--- config.mk ---
export PLATFORM = sky130hd
export DESIGN_NAME = epoch_seconds_to_calendar
export DESIGN_NICKNAME = d
export VERILOG_FILES = /design/src/rtl/estc_pkg.sv /design/src/rtl/epoch_seconds_to_calendar.sv /design/src/rtl/estc_sub.sv
export SDC_FILE = /design/constraint.sdc
export NUM_CORES = 1
export LEC_CHECK = 0
export BUFFER_PORTS_ARGS = -buffer_cell sky130_fd_sc_hd__buf_2
export CELL_PAD_IN_SITES_DETAIL_PLACEMENT = 1
export CELL_PAD_IN_SITES_GLOBAL_PLACEMENT = 1
export CORE_ASPECT_RATIO = 1.25
export CORE_MARGIN = 1.5
export CORE_UTILIZATION = 50
export CTS_CLUSTER_SIZE = 10
export DETAILED_ROUTE_END_ITERATION = 7
export PLACE_DENSITY_LB_ADDON = 0.1
export SLEW_MARGIN = 20
export SYNTH_ARGS = -nofsm -noshare
export SYNTH_HDL_FRONTEND = slang
export SYNTH_HIERARCHICAL = 1
export SYNTH_SLANG_ARGS = --single-unit
--- constraint.sdc ---
create_clock -name clk -period 14.7 [get_ports clk]
set_input_delay 2.94 -clock clk [delete_from_list [all_inputs] [get_ports clk]]
set_output_delay 2.94 -clock clk [all_outputs]
set_load 0.005 [all_outputs]
--- src/rtl/estc_pkg.sv ---
// ----------------------------------------------------------------------------
// estc_pkg
// Shared constants, types and the month length table for the converter.
// ----------------------------------------------------------------------------
`default_nettype none

package estc_pkg;

  // Calendar and time constants
  localparam int unsigned BASE_YEAR     = 1970;
  localparam int unsigned SECS_PER_DAY  = 86400;
  localparam int unsigned SECS_PER_HOUR = 3600;
  localparam int unsigned SECS_PER_MIN  = 60;
  localparam int unsigned DAYS_PER_4YR  = 1461;
  localparam int unsigned DAYS_LEAP     = 366;
  localparam int unsigned DAYS_COMMON   = 365;
  localparam int unsigned EPOCH_WEEKDAY = 4;  // first day of the count is a Thursday
  localparam int unsigned LAST_MONTH    = 11; // December, counted from zero
  // From this year on the two-digit-year weekday formula runs one day ahead
  // of the plain day count, since its century offset repeats that of 2000
  localparam int unsigned CENTURY_YEAR  = 2100;

  // Width of the shared subtractor
  localparam int unsigned SUB_W = 18;

  // Result of the shared subtractor
  typedef struct packed {
    logic             ge;    // a >= b
    logic [SUB_W-1:0] diff;  // a - b
  } sub_res_t;

  // Month lengths of a common year, January first
  localparam logic [4:0] MONTH_DAYS [12] = '{
    5'd31, 5'd28, 5'd31, 5'd30, 5'd31, 5'd30,
    5'd31, 5'd31, 5'd30, 5'd31, 5'd30, 5'd31
  };

  // Length of month mon (0 = January), February stretched in a leap year
  function automatic logic [4:0] month_len(input logic [3:0] mon, input logic leap);
    logic [4:0] len;
    len = 5'd31;
    if (mon <= 4'(LAST_MONTH)) begin
      len = MONTH_DAYS[mon];
    end
    if (mon == 4'd1 && leap) begin
      len = 5'd29;
    end
    return len;
  endfunction

endpackage

`default_nettype wire

--- src/rtl/epoch_seconds_to_calendar.sv ---
// ----------------------------------------------------------------------------
// epoch_seconds_to_calendar
// Converts a 32-bit count of seconds since the start of 1970 into year,
// month, day, hour, minute, second and day of week.
// ----------------------------------------------------------------------------
// Pulse start with a word on seconds_count while busy is low; busy then stays
// high until the result is out. The result shows on the output ports for one
// cycle marked by done and must be captured then, since it cannot be held
// back. The split into days, the year walk (four years at a time, then single
// years), the month walk and the hours and minutes all share one 18-bit
// subtractor, one step per cycle, before a last step puts the word out.
// Leap years are every fourth year, so dates are exact through 2099.
// ----------------------------------------------------------------------------
`default_nettype none

module epoch_seconds_to_calendar #(
  parameter int unsigned BASE_YEAR = estc_pkg::BASE_YEAR
) (
  input  wire logic        clk,
  input  wire logic        rst,
  input  wire logic        start,
  input  wire logic [31:0] seconds_count,
  output logic             busy,
  output logic             done,
  output logic [11:0]      year,
  output logic [3:0]       month,
  output logic [4:0]       day,
  output logic [4:0]       hour,
  output logic [5:0]       minute,
  output logic [5:0]       second,
  output logic [2:0]       weekday
);

  localparam int unsigned W = estc_pkg::SUB_W;

  typedef enum logic [7:0] {
    S_IDLE   = 8'b0000_0001,
    S_DAYS   = 8'b0000_0010,
    S_YEAR4  = 8'b0000_0100,
    S_YEAR1  = 8'b0000_1000,
    S_MONTH  = 8'b0001_0000,
    S_HOUR   = 8'b0010_0000,
    S_MINUTE = 8'b0100_0000,
    S_DONE   = 8'b1000_0000
  } state_t;

  state_t              state;
  logic [31:0]         sec_sh;
  logic [16:0]         rem;
  logic [15:0]         days;
  logic [11:0]         yr;
  logic [3:0]          mon;
  logic [4:0]          hr;
  logic [5:0]          mnt;
  logic [2:0]          wk;
  logic [4:0]          cnt;

  logic [W-1:0]        op_a;
  logic [W-1:0]        op_b;
  estc_pkg::sub_res_t  res;
  logic                leap;
  logic                late_century;
  logic [3:0]          wk_dbl;
  logic [2:0]          wk_next;
  logic [3:0]          wk_sum;
  logic [2:0]          wk_fin;

  assign busy = (state != S_IDLE);
  assign leap = (yr[1:0] == 2'b00);
  assign late_century = (yr >= 12'(estc_pkg::CENTURY_YEAR));

  // Select operands of the shared subtractor for the current step
  always_comb begin
    op_a = '0;
    op_b = '0;
    case (state)
      S_DAYS: begin
        op_a = {rem, sec_sh[31]};
        op_b = W'(estc_pkg::SECS_PER_DAY);
      end
      S_YEAR4: begin
        op_a = W'(days);
        op_b = W'(estc_pkg::DAYS_PER_4YR);
      end
      S_YEAR1: begin
        op_a = W'(days);
        op_b = leap ? W'(estc_pkg::DAYS_LEAP) : W'(estc_pkg::DAYS_COMMON);
      end
      S_MONTH: begin
        op_a = W'(days);
        op_b = W'(estc_pkg::month_len(mon, leap));
      end
      S_HOUR: begin
        op_a = W'(rem);
        op_b = W'(estc_pkg::SECS_PER_HOUR) << cnt[2:0];
      end
      S_MINUTE: begin
        op_a = W'(rem);
        op_b = W'(estc_pkg::SECS_PER_MIN) << cnt[2:0];
      end
      default: begin
        op_a = '0;
        op_b = '0;
      end
    endcase
  end

  estc_sub u_sub (
    .a   (op_a),
    .b   (op_b),
    .res (res)
  );

  // Track the day count modulo 7 as quotient bits arrive; advance one day
  // from 2100 on to follow the two-digit-year weekday formula
  always_comb begin
    wk_dbl  = {wk, res.ge};
    wk_next = (wk_dbl >= 4'd7) ? 3'(wk_dbl - 4'd7) : wk_dbl[2:0];
    wk_sum  = {1'b0, wk} + 4'(estc_pkg::EPOCH_WEEKDAY) + {3'b000, late_century};
    wk_fin  = (wk_sum >= 4'd7) ? 3'(wk_sum - 4'd7) : wk_sum[2:0];
  end

  // Sequencer and working registers
  always_ff @(posedge clk) begin
    if (rst) begin
      state <= S_IDLE;
      done  <= 1'b0;
    end else begin
      done <= (state == S_DONE);
      case (state)
        S_IDLE: begin
          if (start) begin
            sec_sh <= seconds_count;
            rem    <= '0;
            days   <= '0;
            wk     <= '0;
            yr     <= 12'(BASE_YEAR);
            mon    <= '0;
            hr     <= '0;
            mnt    <= '0;
            cnt    <= 5'd31;
            state  <= S_DAYS;
          end
        end
        // Long division by seconds per day, one bit per cycle
        S_DAYS: begin
          sec_sh <= {sec_sh[30:0], 1'b0};
          rem    <= res.ge ? res.diff[16:0] : op_a[16:0];
          days   <= {days[14:0], res.ge};
          wk     <= wk_next;
          cnt    <= cnt - 5'd1;
          if (cnt == 5'd0) begin
            state <= S_YEAR4;
          end
        end
        // Drop whole four-year blocks
        S_YEAR4: begin
          if (res.ge) begin
            days <= res.diff[15:0];
            yr   <= yr + 12'd4;
          end else begin
            state <= S_YEAR1;
          end
        end
        // Drop single years
        S_YEAR1: begin
          if (res.ge) begin
            days <= res.diff[15:0];
            yr   <= yr + 12'd1;
          end else begin
            state <= S_MONTH;
          end
        end
        // Walk months; December takes whatever is left
        S_MONTH: begin
          if (res.ge && mon != 4'(estc_pkg::LAST_MONTH)) begin
            days <= res.diff[15:0];
            mon  <= mon + 4'd1;
          end else begin
            cnt   <= 5'd4;
            state <= S_HOUR;
          end
        end
        // Hours by shifted divisor, five quotient bits
        S_HOUR: begin
          if (res.ge) begin
            rem <= res.diff[16:0];
          end
          hr <= {hr[3:0], res.ge};
          if (cnt == 5'd0) begin
            cnt   <= 5'd5;
            state <= S_MINUTE;
          end else begin
            cnt <= cnt - 5'd1;
          end
        end
        // Minutes by shifted divisor, six quotient bits
        S_MINUTE: begin
          if (res.ge) begin
            rem <= res.diff[16:0];
          end
          mnt <= {mnt[4:0], res.ge};
          cnt <= cnt - 5'd1;
          if (cnt == 5'd0) begin
            state <= S_DONE;
          end
        end
        // Load the output word and return to idle
        S_DONE: begin
          year    <= yr;
          month   <= mon + 4'd1;
          day     <= days[4:0] + 5'd1;
          hour    <= hr;
          minute  <= mnt;
          second  <= rem[5:0];
          weekday <= wk_fin;
          state   <= S_IDLE;
        end
        default: begin
          state <= S_IDLE;
        end
      endcase
    end
  end

endmodule

`default_nettype wire

--- src/rtl/estc_sub.sv ---
// ----------------------------------------------------------------------------
// estc_sub
// Shared subtract and compare unit used by every arithmetic step of the conversion.
// ----------------------------------------------------------------------------
`default_nettype none

module estc_sub (
  input  wire logic [estc_pkg::SUB_W-1:0] a,
  input  wire logic [estc_pkg::SUB_W-1:0] b,
  output estc_pkg::sub_res_t              res
);

  logic [estc_pkg::SUB_W:0] diff_full;

  // Subtract with one extra bit; no borrow means a >= b
  assign diff_full = {1'b0, a} - {1'b0, b};
  assign res.ge    = ~diff_full[estc_pkg::SUB_W];
  assign res.diff  = diff_full[estc_pkg::SUB_W-1:0];

endmodule

`default_nettype wire

After elaboration in Yosys (flattened, before gate mapping)
Memories as Yosys holds them, arrays and structs flattened.
Index checks and enable logic that the tools add are counted.
{ "word_totals": {"reg_bits": 150, "mem_bits_ro": 80, "input_bits": 35, "out_inout_bits": 43, "word_cells": 132, "n_memories": 1} }
{ "op_classes": {"addsub": 10, "magnitude_cmp": 5, "eq_ne": 23, "n_shift": 2, "mux": 44, "bitwise": 3, "n_reduce_logical": 26} }
{ "mem_list": {"columns": ["memory", "depth", "word_bits", "rd", "rd_ports_with_merged_regs", "wr", "line_no", "rtl"], "rows": [
  ["(no name shown)", 16, 5, 1, 0, 0, "estc_pkg.sv:43", "len = MONTH_DAYS[mon];"]
]} }
{ "op_table": {"columns": ["op", "n"], "rows": [
  ["18-bit case mux with 6 select lines", 1],
  ["16-bit case mux with 4 select lines", 1],
  ["32-bit case mux with 2 select lines", 1],
  ["8-bit 2-to-1 mux", 7],
  ["8-bit case mux with 7 select lines", 1],
  ["18-bit case mux with 3 select lines", 1],
  ["17-bit 2-to-1 mux", 3],
  ["17-bit case mux with 3 select lines", 1],
  ["16-bit 2-to-1 mux", 3],
  ["5-bit 2-to-1 mux", 8],
  ["12-bit 2-to-1 mux", 3],
  ["12-bit case mux with 3 select lines", 1],
  ["32-bit 2-to-1 mux", 1],
  ["2-bit != test (second input constant)", 10],
  ["5-bit case mux with 4 select lines", 1],
  ["18-bit by 18-bit subtractor with 19-bit output", 1],
  ["12-bit by 3-bit << shifter with 18-bit output (first input constant)", 1],
  ["6-bit by 3-bit << shifter with 18-bit output (first input constant)", 1],
  ["12-bit by 1-bit adder with 12-bit output (second input constant)", 1],
  ["12-bit by 3-bit adder with 12-bit output (second input constant)", 1],
  ["12-bit greater-or-equal comparator (second input constant)", 1],
  ["6-bit case mux with 2 select lines", 1],
  ["4-bit AND reduction", 3],
  ["5-bit case mux with 2 select lines", 1],
  ["41 further kinds", 59]
]} }

Longest topological paths before layout
Gate-level depths: netlist of run 1.
{ "logic_depth": {"word_depth": 12, "depth_mapped": 21, "depth_no_buf": 18} }

Cells and area by module
Netlist of run 1, hierarchy kept.
{ "modules_own_cells": {"columns": ["module", "n_inst", "cells_per_inst", "area_per_inst_um2", "seq_area_each_um2"], "rows": [
  ["epoch_seconds_to_calendar", 1, 647, 7234.4, 4414.2],
  ["estc_sub", 1, 134, 933.4, 0.0]
]} }

Worst setup path after synthesis of run 1
No wires, ideal clock.
{ "synth_timing": {"path_kind": "input port to flip-flop", "from": "input port rst", "to": "register sec_sh[0] (enable)", "setup_time_ns": 0.439, "t_arrival_ns": 4.884, "slack_ns": 9.378, "path_stages": 2, "n_path_buf": 1, "path_cell_list": "clkbuf_1 -> a21oi_1"} }
{ "synth_via": {"elab_chain_cells": 2} }
{ "synth_lines": {"columns": ["item", "line_no", "rtl"], "rows": [
  ["from (decl)", "epoch_seconds_to_calendar.sv:20", "input wire logic rst,"],
  ["1-bit inverter (no line)", null, null],
  ["3-bit AND reduction (no line)", null, null],
  ["to (signal assigned)", "epoch_seconds_to_calendar.sv:133", "sec_sh <= seconds_count;"],
  ["to (signal assigned)", "epoch_seconds_to_calendar.sv:147", "sec_sh <= {sec_sh[30:0], 1'b0};"],
  ["to (decl)", "epoch_seconds_to_calendar.sv:48", "logic [31:0] sec_sh;"]
]} }
No other way between the ends.
A chain may end at the register's enable or synchronous reset.

Worst setup path in the final report of run 1
{ "layout_timing": {"from": "register state[0]", "to": "register yr[10] (enable)"} }
{ "layout_via": {"elab_chain_cells": 6, "word_cells_on_any_way": 17} }
{ "layout_lines": {"columns": ["item", "line_no", "rtl"], "rows": [
  ["from (decl)", "epoch_seconds_to_calendar.sv:47", "state_t state;"],
  ["from (signal assigned)", "epoch_seconds_to_calendar.sv:126", "state <= S_IDLE;"],
  ["from (signal assigned)", "epoch_seconds_to_calendar.sv:142", "state <= S_DAYS;"],
  ["from (signal assigned)", "epoch_seconds_to_calendar.sv:153", "state <= S_YEAR4;"],
  ["8-bit by 5-bit == test with 1-bit output, or another cell as far along", "epoch_seconds_to_calendar.sv:76", "case (state)"],
  ["3-bit OR reduction (no line) or 2-bit OR reduction (tied branches)", null, null],
  ["18-bit case mux with 3 select lines *", "epoch_seconds_to_calendar.sv:76", null],
  ["net op_a[0]", "epoch_seconds_to_calendar.sv:58", "logic [W-1:0] op_a;"],
  ["18-bit by 18-bit subtractor with 19-bit output *", "estc_sub.sv:16", "assign diff_full = {1'b0, a} - {1'b0, b};"],
  ["2-bit != test (no line)", null, null],
  ["5-bit AND reduction (no line) *", null, null],
  ["to (signal assigned)", "epoch_seconds_to_calendar.sv:137", "yr <= 12'(BASE_YEAR);"],
  ["to (signal assigned)", "epoch_seconds_to_calendar.sv:160", "yr <= yr + 12'd4;"],
  ["to (signal assigned)", "epoch_seconds_to_calendar.sv:169", "yr <= yr + 12'd1;"],
  ["to (decl)", "epoch_seconds_to_calendar.sv:51", "logic [11:0] yr;"]
]} }
Mark *: on every way through the listed nets, which the timed path passes. The rest lies on a longest branch.

==> results by group, run 1 <==
Clocking
  • CTS tree: done
  • Clk pin slew, worst setup/hold paths: 0.06 ns
  • Clock tree sinks: 150
  • Clk_lat worst skew: 0.43 ns
  • # H-tree levels: 4
  • CTS Root Buffer Type: clkbuf_16
  • Post-CTS resize count: 0
  • Clock buffer depth: 2
  • Post-CTS setup repair buffer count: 0
  • CTS hold repair buffers: 0
  • Number of CTS-inserted buffers: 17

Routing
  • DR vias: 6,227
  • DRT iter0 DRCs: between 400 and 500
  • Via/cell ratio: about 5.9
  • Avg WL per Cell: around 19 um
  • Final WL: between 20,000 and 25,000 um
  • Drt pass-1 iters: 6
  • DRT antenna net count: 0
  • DRC: 0

STA
  • Setup TNS: 0 ns
  • Period minus WS final: 6.13 ns
  • Final hold vios: 0
  • Final setup viols: 0
  • Slew Viols, Final: 0
  • Hold slack: 0.429 ns
  • Fmax: around 0.16 GHz
  • Unrepaired setup endpoints after global routing: false
  • Max_slew headroom: 0.315
  • Final Skew: between 0.01 and 0.015 ns
  • Slew of the pin with the lowest slew margin: around 1.0 ns
  • Final period util: 0.417

Run status
  • Status: complete, no violations

Synthesis
  • Syn. warnings: 6
  • Net Count, Synth: 842
  • Syn_area_per_cell: between 10 and 15 um^2
  • Synth Instances: 774
  • Synth Cell Area: around 0.0081 mm^2

Setup path
  • CP Class: register to register
  • Worst Path Required: roughly 15 ns
  • Critical path's slowest cell: a21oi_1
  • Buffers and inverters on the worst path: 3
  • CP Cell Sequence: nor4_1 -> buf_4 -> nand4b_1 -> nand2_2 -> a222oi_1 -> inv_1 -> inv_1 -> ha_1 -> fa_1 -> nand2b_1 -> a21o_1 -> a31o_2 -> o211ai_1 -> nand4_1 -> nand3b_1 -> nand4_1 -> a21oi_1
  • Worst Setup End Kind: register
  • Arrival time worst endpoint: ~6.2 ns
  • Largest fanout on the critical path: 33
  • Setup crit start kind: register
  • Critical Path Max Stage Delay: approximately 0.90 ns
  • Top cell family by delay on the critical path: simple AND/OR/NAND/NOR gates

Power
  • P_leak: 3.71 nW
  • PD cells: 160 mW/mm^2
  • IR drop worst, VDD: 0.0681 mV

Floorplan
  • Placement row count: between 50 and 60
  • Full die area: about 0.017 mm^2
  • Core Region: 0.0158 mm^2
  • Die H: roughly 150 um
  • Initial Util: 0.515
  • Die W: approximately 120 um
  • Boundary Pins: roughly 80

GRT
  • Initial antenna violation count: 0
  • GRT Total Usage: 0.254
  • Vias in the first global route: around 6,700
  • Largest net degree at the start of global routing: 70
  • Grt ovf: 0
  • First-pass GRT wire length: 33,700 um

Flow run
  • Max-Cap Viols: 0

Final layout
  • Fillcell total: approximately 1,700
  • Area delta synth->final: 14.1%
  • Share of layout cells above drive strength 1: 0.157
  • Final core utilization: 0.588
  • Final net count: between 900 and 1,000
  • Number of diodes: 0

Min path
  • Hold/Removal Path Class: register to register

Placed design
  • Gpl congestion: 0.850
  • Dpl hpwl: 14,200 um
  • I/O Buffers: 77
[final timing paths]
kind	endpoint	depth (start not counted)	startpoint	slack, ns
max	yr[10]$_DFFE_PP_	17	state[0]$_SDFFE_PP1P_	8.57
min	minute[5]$_DFFE_PP_	0	mnt[5]$_SDFFCE_PN0P_	0.43
max reg2reg	yr[10]$_DFFE_PP_	17	state[0]$_SDFFE_PP1P_	8.57
min reg2reg	minute[5]$_DFFE_PP_	0	mnt[5]$_SDFFCE_PN0P_	0.43
[power by group]
part,internal (W),switching (W)
Clock,0.000265,0.000179
Sequential,0.000549,0.0000428
Combinational,0.000162,0.000281
Total,0.000976,0.000503
[worst register-to-register path, cell delays in order (launching register included)]
cell      delay, ns
dfxtp_1        0.35
nor4_1         0.30
buf_4          0.21
nand4b_1       0.44
nand2_2        0.69
a222oi_1       0.21
inv_1          0.10
inv_1          0.05
ha_1           0.24
fa_1           0.43
nand2b_1       0.19
a21o_1         0.18
a31o_2         0.23
o211ai_1       0.27
nand4_1        0.13
nand3b_1       0.48
nand4_1        0.34
a21oi_1        0.90
[area by class of cell]
class / instances / area (um^2) / share of cell area
Multi-Input combinational cell: 534 / 3360 / 0.363
Sequential cell: 150 / 4410 / 0.476
Inverter: 50 / 188 / 0.0203
Clock inverter: 13 / 155 / 0.0167
Timing Repair Buffer: 83 / 450 / 0.0486
Tap cell: 212 / 265 / 0.0286
Clock buffer: 18 / 429 / 0.0463
[sequential cells by signal, indices dropped and copies added (netlist names), 4 cells and up]
name / count
day: 5
month: 4
hour: 5
state: 8
minute: 6
year: 12
rem: 17
second: 6
cnt: 5
days: 16
yr: 12
mon: 4
mnt: 6
sec_sh: 32
hr: 5
[layer usage]
layer	vias up	global-route usage	wire, um
met3	32	0.0450	726
met1	3103	0.313	8510
met5	-	0	0
li1	2935	-	-
met2	157	0.442	10800
met4	0	0.0916	453
[through the flow]
stage / area (um^2) / instances / total power, W / setup WS, ns
after global routing: 9270 / 1060 / 0.00155 / 8.13
final: 9270 / 1060 / 0.00148 / 8.57
after floorplan: 8120 / 774 / 0.000908 / 9.38
after CTS: 9260 / 1060 / 0.00148 / 8.23
after global placement: 8650 / 1028 / 0.00101 / 8.63
after detailed placement: 8680 / 1029 / 0.00103 / 8.29
[cells in the final DEF, fill, tap and decap left out, types with 4 or more instances in the layout]
| master | count |
|---|---|
| o21ai_0 | 44 |
| clkinv_2 | 4 |
| and3_1 | 9 |
| a31oi_1 | 4 |
| o211ai_1 | 5 |
| buf_4 | 5 |
| a22oi_1 | 8 |
| nand4_1 | 5 |
| a21oi_1 | 39 |
| nand3b_1 | 4 |
| nand3_1 | 25 |
| xor2_1 | 16 |
| edfxtp_1 | 141 |
| a222oi_1 | 16 |
| xnor2_1 | 18 |
| inv_1 | 50 |
| a21o_1 | 7 |
| or3_1 | 6 |
| nor2b_1 | 6 |
| dfxtp_1 | 9 |
| buf_2 | 77 |
| clkbuf_16 | 17 |
| nor2_1 | 29 |
| nand2b_1 | 8 |
| and2_1 | 18 |
| ha_1 | 32 |
| nor3_1 | 5 |
| a22o_1 | 17 |
| nand2_1 | 150 |
No activity file was read; power rests on OpenSTA's default activity.
==> inputs of run 2 (changes only) <==
Settings changed: ABC_AREA from default to 1, CORE_UTILIZATION 50 to 42.
Clock period 14.7 ns to 5.2 ns, I/O delays scaled along.
==> run 2 against run 1 <==
Clock-buffer cell count decreased by 1; cell area increased by 6.1%; sequential cell count unchanged; global-route usage decreased by 2.7 points; non-clock buffer count increased by 5; worst hold slack improved by 0.0021 ns; sequential power increased to 2.7 times the previous value.
==> results by group, run 2 <==
Run status
  • Status: complete, no violations

Flow run
  • Max-Cap Viols: 0

Routing
  • DRT iter0 DRCs: ~260
  • DR vias: just under 7,000
  • Final WL: 22,400 um
  • DRC: 0
  • Avg WL per Cell: roughly 17 um
  • DRT antenna net count: 0
  • Via/cell ratio: around 5.1
  • Drt pass-1 iters: 4

Power
  • PD cells: between 400 and 500 mW/mm^2
  • Clock power frac: 0.311
  • IR drop worst, VDD: roughly 0.22 mV
  • Power share of the sequential group: 0.388
  • P_leak: roughly 4.4 nW
  • Logic gate share of total power: 0.301
  • Switching Fraction: 0.378
  • Cell-internal power: about 0.0026 W
  • Sw power: 0.00158 W

Clocking
  • Clk pin slew, worst setup/hold paths: 0.07 ns
  • Post-CTS resize count: 0
  • Clk_lat worst skew: between 0.4 and 0.5 ns
  • CTS hold repair buffers: 0
  • CTS Root Buffer Type: clkbuf_16
  • Post-CTS setup repair buffer count: 0
  • Clock buffer depth: 2
  • CTS tree: done
  • Clock tree sinks: 150
  • # H-tree levels: 4
  • Number of CTS-inserted buffers: 17

GRT
  • First-pass GRT wire length: ~37,000 um
  • Grt ovf: 0
  • Vias in the first global route: between 7,000 and 8,000
  • Initial antenna violation count: 0
  • GRT Total Usage: 0.227
  • Largest net degree at the start of global routing: 46

STA
  • Slew Viols, Final: 0
  • Period minus WS final: between 4 and 5 ns
  • Slew of the pin with the lowest slew margin: 0.580 ns
  • Final setup viols: 0
  • Final Skew: between 0.01 and 0.015 ns
  • Final hold vios: 0
  • Unrepaired setup endpoints after global routing: false
  • Fmax: around 0.22 GHz
  • Final period util: 0.859
  • Max_slew headroom: 0.614
  • Setup TNS: 0 ns
  • Hold slack: 0.431 ns

Synthesis
  • Net Count, Synth: 1,025
  • Synth Instances: approximately 960
  • Syn_area_per_cell: between 8 and 9 um^2
  • Syn. warnings: 6
  • Synth Cell Area: around 0.0085 mm^2

Final layout
  • Share of layout cells above drive strength 1: 0.180
  • Most common cell after layout, fill and taps aside: nand2_1
  • Largest registers: sec_sh (32), rem (17), days (16)
  • Area delta synth->final: 15.1%
  • Final net count: approximately 1,100
  • Fillcell total: around 2,400
  • Largest register FFs: 32
  • Number of diodes: 0
  • Commonest non-fill, non-tap cells in the layout: 315 x nand2_1, 141 x edfxtp_1, 110 x inv_1
  • Biggest register: sec_sh

Setup path
  • CP Cell Sequence: nor2_2 -> nand2_2 -> inv_6 -> nand2_4 -> nand2_8 -> inv_4 -> nand2_8 -> nand2_1 -> nand3_1 -> inv_1 -> ha_1 -> fa_1 -> o21ai_2 -> nand2_1 -> nand2_2 -> nand2_2 -> nand2_2 -> nand2_1 -> nand2_1 -> clkinv_1 -> nand2_1 -> nand4_1 -> nor2_1 -> buf_4
  • Worst Path Required: ~5.3 ns
  • R2R setup slack: 0.73 ns
  • Arrival time worst endpoint: 4.57 ns
  • Setup crit start kind: register
  • Critical path's slowest cell: fa_1
  • Worst Setup End Kind: register
  • CP most frequent cell: nand2_1
  • CP Class: register to register
  • Largest fanout on the critical path: 34
  • Critical Path Max Stage Delay: between 0.4 and 0.5 ns

Floorplan
  • Full die area: approximately 0.021 mm^2
  • Die W: 131 um
  • Boundary Pins: 78
  • Die H: 162 um
  • Placement row count: between 50 and 60
  • Initial Util: 0.426
  • Core Region: ~0.020 mm^2

Placed design
  • I/O Buffers: 77
  • Dpl hpwl: approximately 17,000 um
  • Gpl congestion: around 0.84

Min path
  • Hold/Removal Path Class: register to register
[run 2: worst paths after layout]
path	from	end	cells past startpoint
worst min-delay path	hr[4]$_SDFFCE_PN0P_	hour[4]$_DFFE_PP_	0
worst max register to register	state[6]$_SDFFE_PP0P_	days[15]$_DFFE_PP_	24
worst min register to register	hr[4]$_SDFFCE_PN0P_	hour[4]$_DFFE_PP_	0
worst max-delay path	state[6]$_SDFFE_PP0P_	days[15]$_DFFE_PP_	24
[run 2: power by group through the flow]
stage	sequential (W)	clock, W	combinational [W]
after floorplan	0.00162	0	0.000896
after global placement	0.00164	0	0.00124
after detailed placement	0.00165	0	0.00125
after CTS	0.00162	0.00132	0.00126
after global routing	0.00164	0.00137	0.00143
final	0.00162	0.00130	0.00126
[run 2: final cells by class]
class                           instances  area (um^2)  area share
Clock inverter                         15          199      0.0202
Tap cell                              270          338      0.0344
Multi-Input combinational cell        659         3490       0.355
Sequential cell                       150         4410       0.449
Clock buffer                           17          425      0.0433
Inverter                              123          474      0.0482
Timing Repair Buffer                   88          488      0.0496
[run 2: metal layers]
| layer | vias up | share of wire | GRT usage |
|---|---|---|---|
| met3 | 40 | 0.025 | 0.0276 |
| met2 | 101 | 0.53 | 0.418 |
| met1 | 3306 | 0.42 | 0.262 |
| met4 | 0 | 0.029 | 0.0959 |
| met5 | - | 0 | 0 |
| li1 | 3342 | - | - |
[run 2: per-stage QoR]
stage	worst slack (ns)	cell area [um^2]	power, W	util	cells
2_1_floorplan	0.445	8540	0.00251	-	957
5_1_grt	0.318	9830	0.00443	0.491	1322
4_1_cts	0.695	9800	0.00421	0.489	1321
3_3_place_gp	0.842	9180	0.00288	0.458	1289
3_5_place_dp	0.761	9180	0.00290	0.458	1289
6_report	0.734	9830	0.00417	0.491	1322
[run 2: worst max-delay path, delay by kind of cell (launching register included)]
family | cells | cell delay (ns)
buffers and inverters | 5 | 0.87
adder cells (fa/ha/maj) | 2 | 0.65
AND/OR/NAND/NOR | 16 | 1.96
flip-flops | 1 | 0.33
AO/OA/AOI/OAI | 1 | 0.24
==> inputs of run 3 (changes only) <==
--- a/config.mk
+++ b/config.mk
@@ -15,5 +15,5 @@
 export CTS_CLUSTER_SIZE = 10
 export DETAILED_ROUTE_END_ITERATION = 7
-export PLACE_DENSITY_LB_ADDON = 0.1
+export PLACE_DENSITY_LB_ADDON = 0.15
 export SLEW_MARGIN = 20
 export SYNTH_ARGS = -nofsm -noshare
==> constraint.sdc (replaced) <==
create_clock -name clk -period 5.2 [get_ports clk]
set_input_delay 1.04 -clock clk [delete_from_list [all_inputs] [get_ports clk]]
set_output_delay 1.04 -clock clk [all_outputs]
set_load 0.05 [all_outputs]
==> run 3 against run 2 <==
Cell count shrank 0.23%; clock skew down 0.0037 ns; worst hold slack worse by 0.0011 ns; power increased by 1.8%; largest cell class unchanged; clock-buffer cell count did not move; sequential cell count stayed put; register-to-register slack hardly changed; utilization rose by 0.075 points; fmax hardly changed; critical endpoint is now days[8]$_DFFE_PP_; sequential share of layout area down 0.068 points; sequential power barely moved.
==> results by group, run 3 (same netlist as run 2, synthesis figures left out) <==
Final layout
  • Area delta synth->final: 15.2%
  • Share of layout cells above drive strength 1: 0.177
  • Commonest non-fill, non-tap cells in the layout: 315 x nand2_1, 141 x edfxtp_1, 110 x inv_1
  • Final net count: between 1,000 and 1,500
  • Fillcell total: roughly 2,400
  • Number of diodes: 0
  • Biggest register: sec_sh
  • Largest registers: sec_sh (32), rem (17), days (16)
  • Largest register FFs: 32
  • Most common cell after layout, fill and taps aside: nand2_1

Power
  • Final Total Pwr: 0.00425 W
  • P_leak: roughly 4.4 nW
  • PD cells: 432 mW/mm^2
  • IR drop worst, VDD: about 0.26 mV

Placed design
  • Dpl hpwl: between 15,000 and 20,000 um
  • I/O Buffers: just under 80
  • Gpl congestion: 0.841

Clocking
  • Post-CTS resize count: 0
  • Post-CTS setup repair buffer count: 0
  • CTS tree: done
  • Clk_lat worst skew: about 0.44 ns
  • Clk pin slew, worst setup/hold paths: approximately 0.07 ns
  • # H-tree levels: 4
  • CTS hold repair buffers: 0
  • Number of CTS-inserted buffers: 17
  • Clock buffer depth: 2
  • Clock tree sinks: 150
  • CTS Root Buffer Type: clkbuf_16

Setup path
  • Critical path's slowest cell: fa_1
  • CP Cell Sequence: nor2_2 -> nand2_2 -> inv_6 -> nand2_4 -> nand2_8 -> inv_4 -> nand2_8 -> nand2_1 -> nand3_1 -> inv_1 -> ha_1 -> fa_1 -> o21ai_2 -> nand2_1 -> nand2_2 -> nand2_2 -> nand2_2 -> nand2_1 -> nand2_1 -> clkinv_1 -> nand2_1 -> nand4_1 -> nor2_1 -> buf_4
  • CP most frequent cell: nand2_1
  • Total stage count of the critical path: 24
  • Worst Setup End Kind: register
  • Reg2reg path depth: 24
  • Setup crit start kind: register
  • Arrival time worst endpoint: 4.58 ns
  • Buffers and inverters on the worst path: 5
  • Worst Path Required: roughly 5.3 ns
  • Top cell family by delay on the critical path: simple AND/OR/NAND/NOR gates
  • Critical Path Max Stage Delay: 0.43 ns
  • Largest fanout on the critical path: 34
  • CP Class: register to register

STA
  • Period minus WS final: 4.46 ns
  • Final setup viols: 0
  • Max_slew headroom: 0.529
  • Fmax: approximately 0.22 GHz
  • Final hold vios: 0
  • Slew Viols, Final: 0
  • Setup TNS: 0 ns
  • Final Skew: approximately 0.01 ns
  • Final period util: 0.858
  • Unrepaired setup endpoints after global routing: false
  • Slew of the pin with the lowest slew margin: between 0.7 and 0.8 ns

Floorplan
  • Full die area: 0.0212 mm^2
  • Die H: between 150 and 200 um
  • Initial Util: 0.426
  • Placement row count: 58
  • Boundary Pins: 78
  • Die W: ~130 um
  • Core Region: approximately 0.02 mm^2

Routing
  • DRT iter0 DRCs: approximately 280
  • DR vias: 6,647
  • Final WL: approximately 22,000 um
  • Drt pass-1 iters: 5
  • DRC: 0
  • Via/cell ratio: roughly 5
  • Avg WL per Cell: 17.1 um
  • DRT antenna net count: 0

GRT
  • GRT Total Usage: 0.224
  • Grt ovf: 0
  • First-pass GRT wire length: between 30,000 and 40,000 um
  • Vias in the first global route: between 7,000 and 8,000
  • Initial antenna violation count: 0
  • Largest net degree at the start of global routing: 40

Run status
  • Status: complete, no violations

Flow run
  • Max-Cap Viols: 0

Min path
  • Hold/Removal Path Class: register to register
  • Worst Hold Path Cells: 0
run 3: through the flow:
| stage | worst slack (ns) | hold slack (ns) | util | cell area [um^2] | instances |
|---|---|---|---|---|---|
| 2_1_floorplan | 0.445 | 0.400 | - | 8540 | 957 |
| 3_3_place_gp | 0.965 | 0.404 | 0.458 | 9170 | 1287 |
| 3_5_place_dp | 0.819 | 0.421 | 0.459 | 9200 | 1288 |
| 4_1_cts | 0.775 | 0.432 | 0.491 | 9840 | 1319 |
| 5_1_grt | 0.308 | 0.445 | 0.491 | 9840 | 1319 |
| 6_report | 0.737 | 0.430 | 0.491 | 9840 | 1319 |
run 3: final cells by class:
cell class,count,area [um^2],area share
clock buffers,17,425,0.0432
clock inverters,14,210,0.0214
inverters,123,474,0.0482
multi-input cells,659,3500,0.355
flip-flops and latches,150,4410,0.448
well taps,270,338,0.0343
repair buffers,86,485,0.0493
run 3: routing by layer:
layer  track usage  wire length, um  up-vias  share of wire
li1              -                -     3325              -
met1         0.256             9260     3195           0.41
met2         0.418            12200       95           0.54
met3        0.0404              589       32          0.026
met4        0.0694              444        0          0.020
met5             0                0        -              0
run 3: where the power goes:
group / switching (W) / internal (W)
clock network: 0.000564 / 0.000779
registers: 0.0000932 / 0.00153
logic: 0.000918 / 0.000371
total: 0.00158 / 0.00268
run 3: path summary, 6_finish.rpt:
path | start | slack (ns) | endpoint
worst max-delay path | state[6]$_SDFFE_PP0P_ | 0.74 | days[8]$_DFFE_PP_
worst min-delay path | hr[4]$_SDFFCE_PN0P_ | 0.43 | hour[4]$_DFFE_PP_
worst max register to register | state[6]$_SDFFE_PP0P_ | 0.74 | days[8]$_DFFE_PP_
worst min register to register | hr[4]$_SDFFCE_PN0P_ | 0.43 | hour[4]$_DFFE_PP_
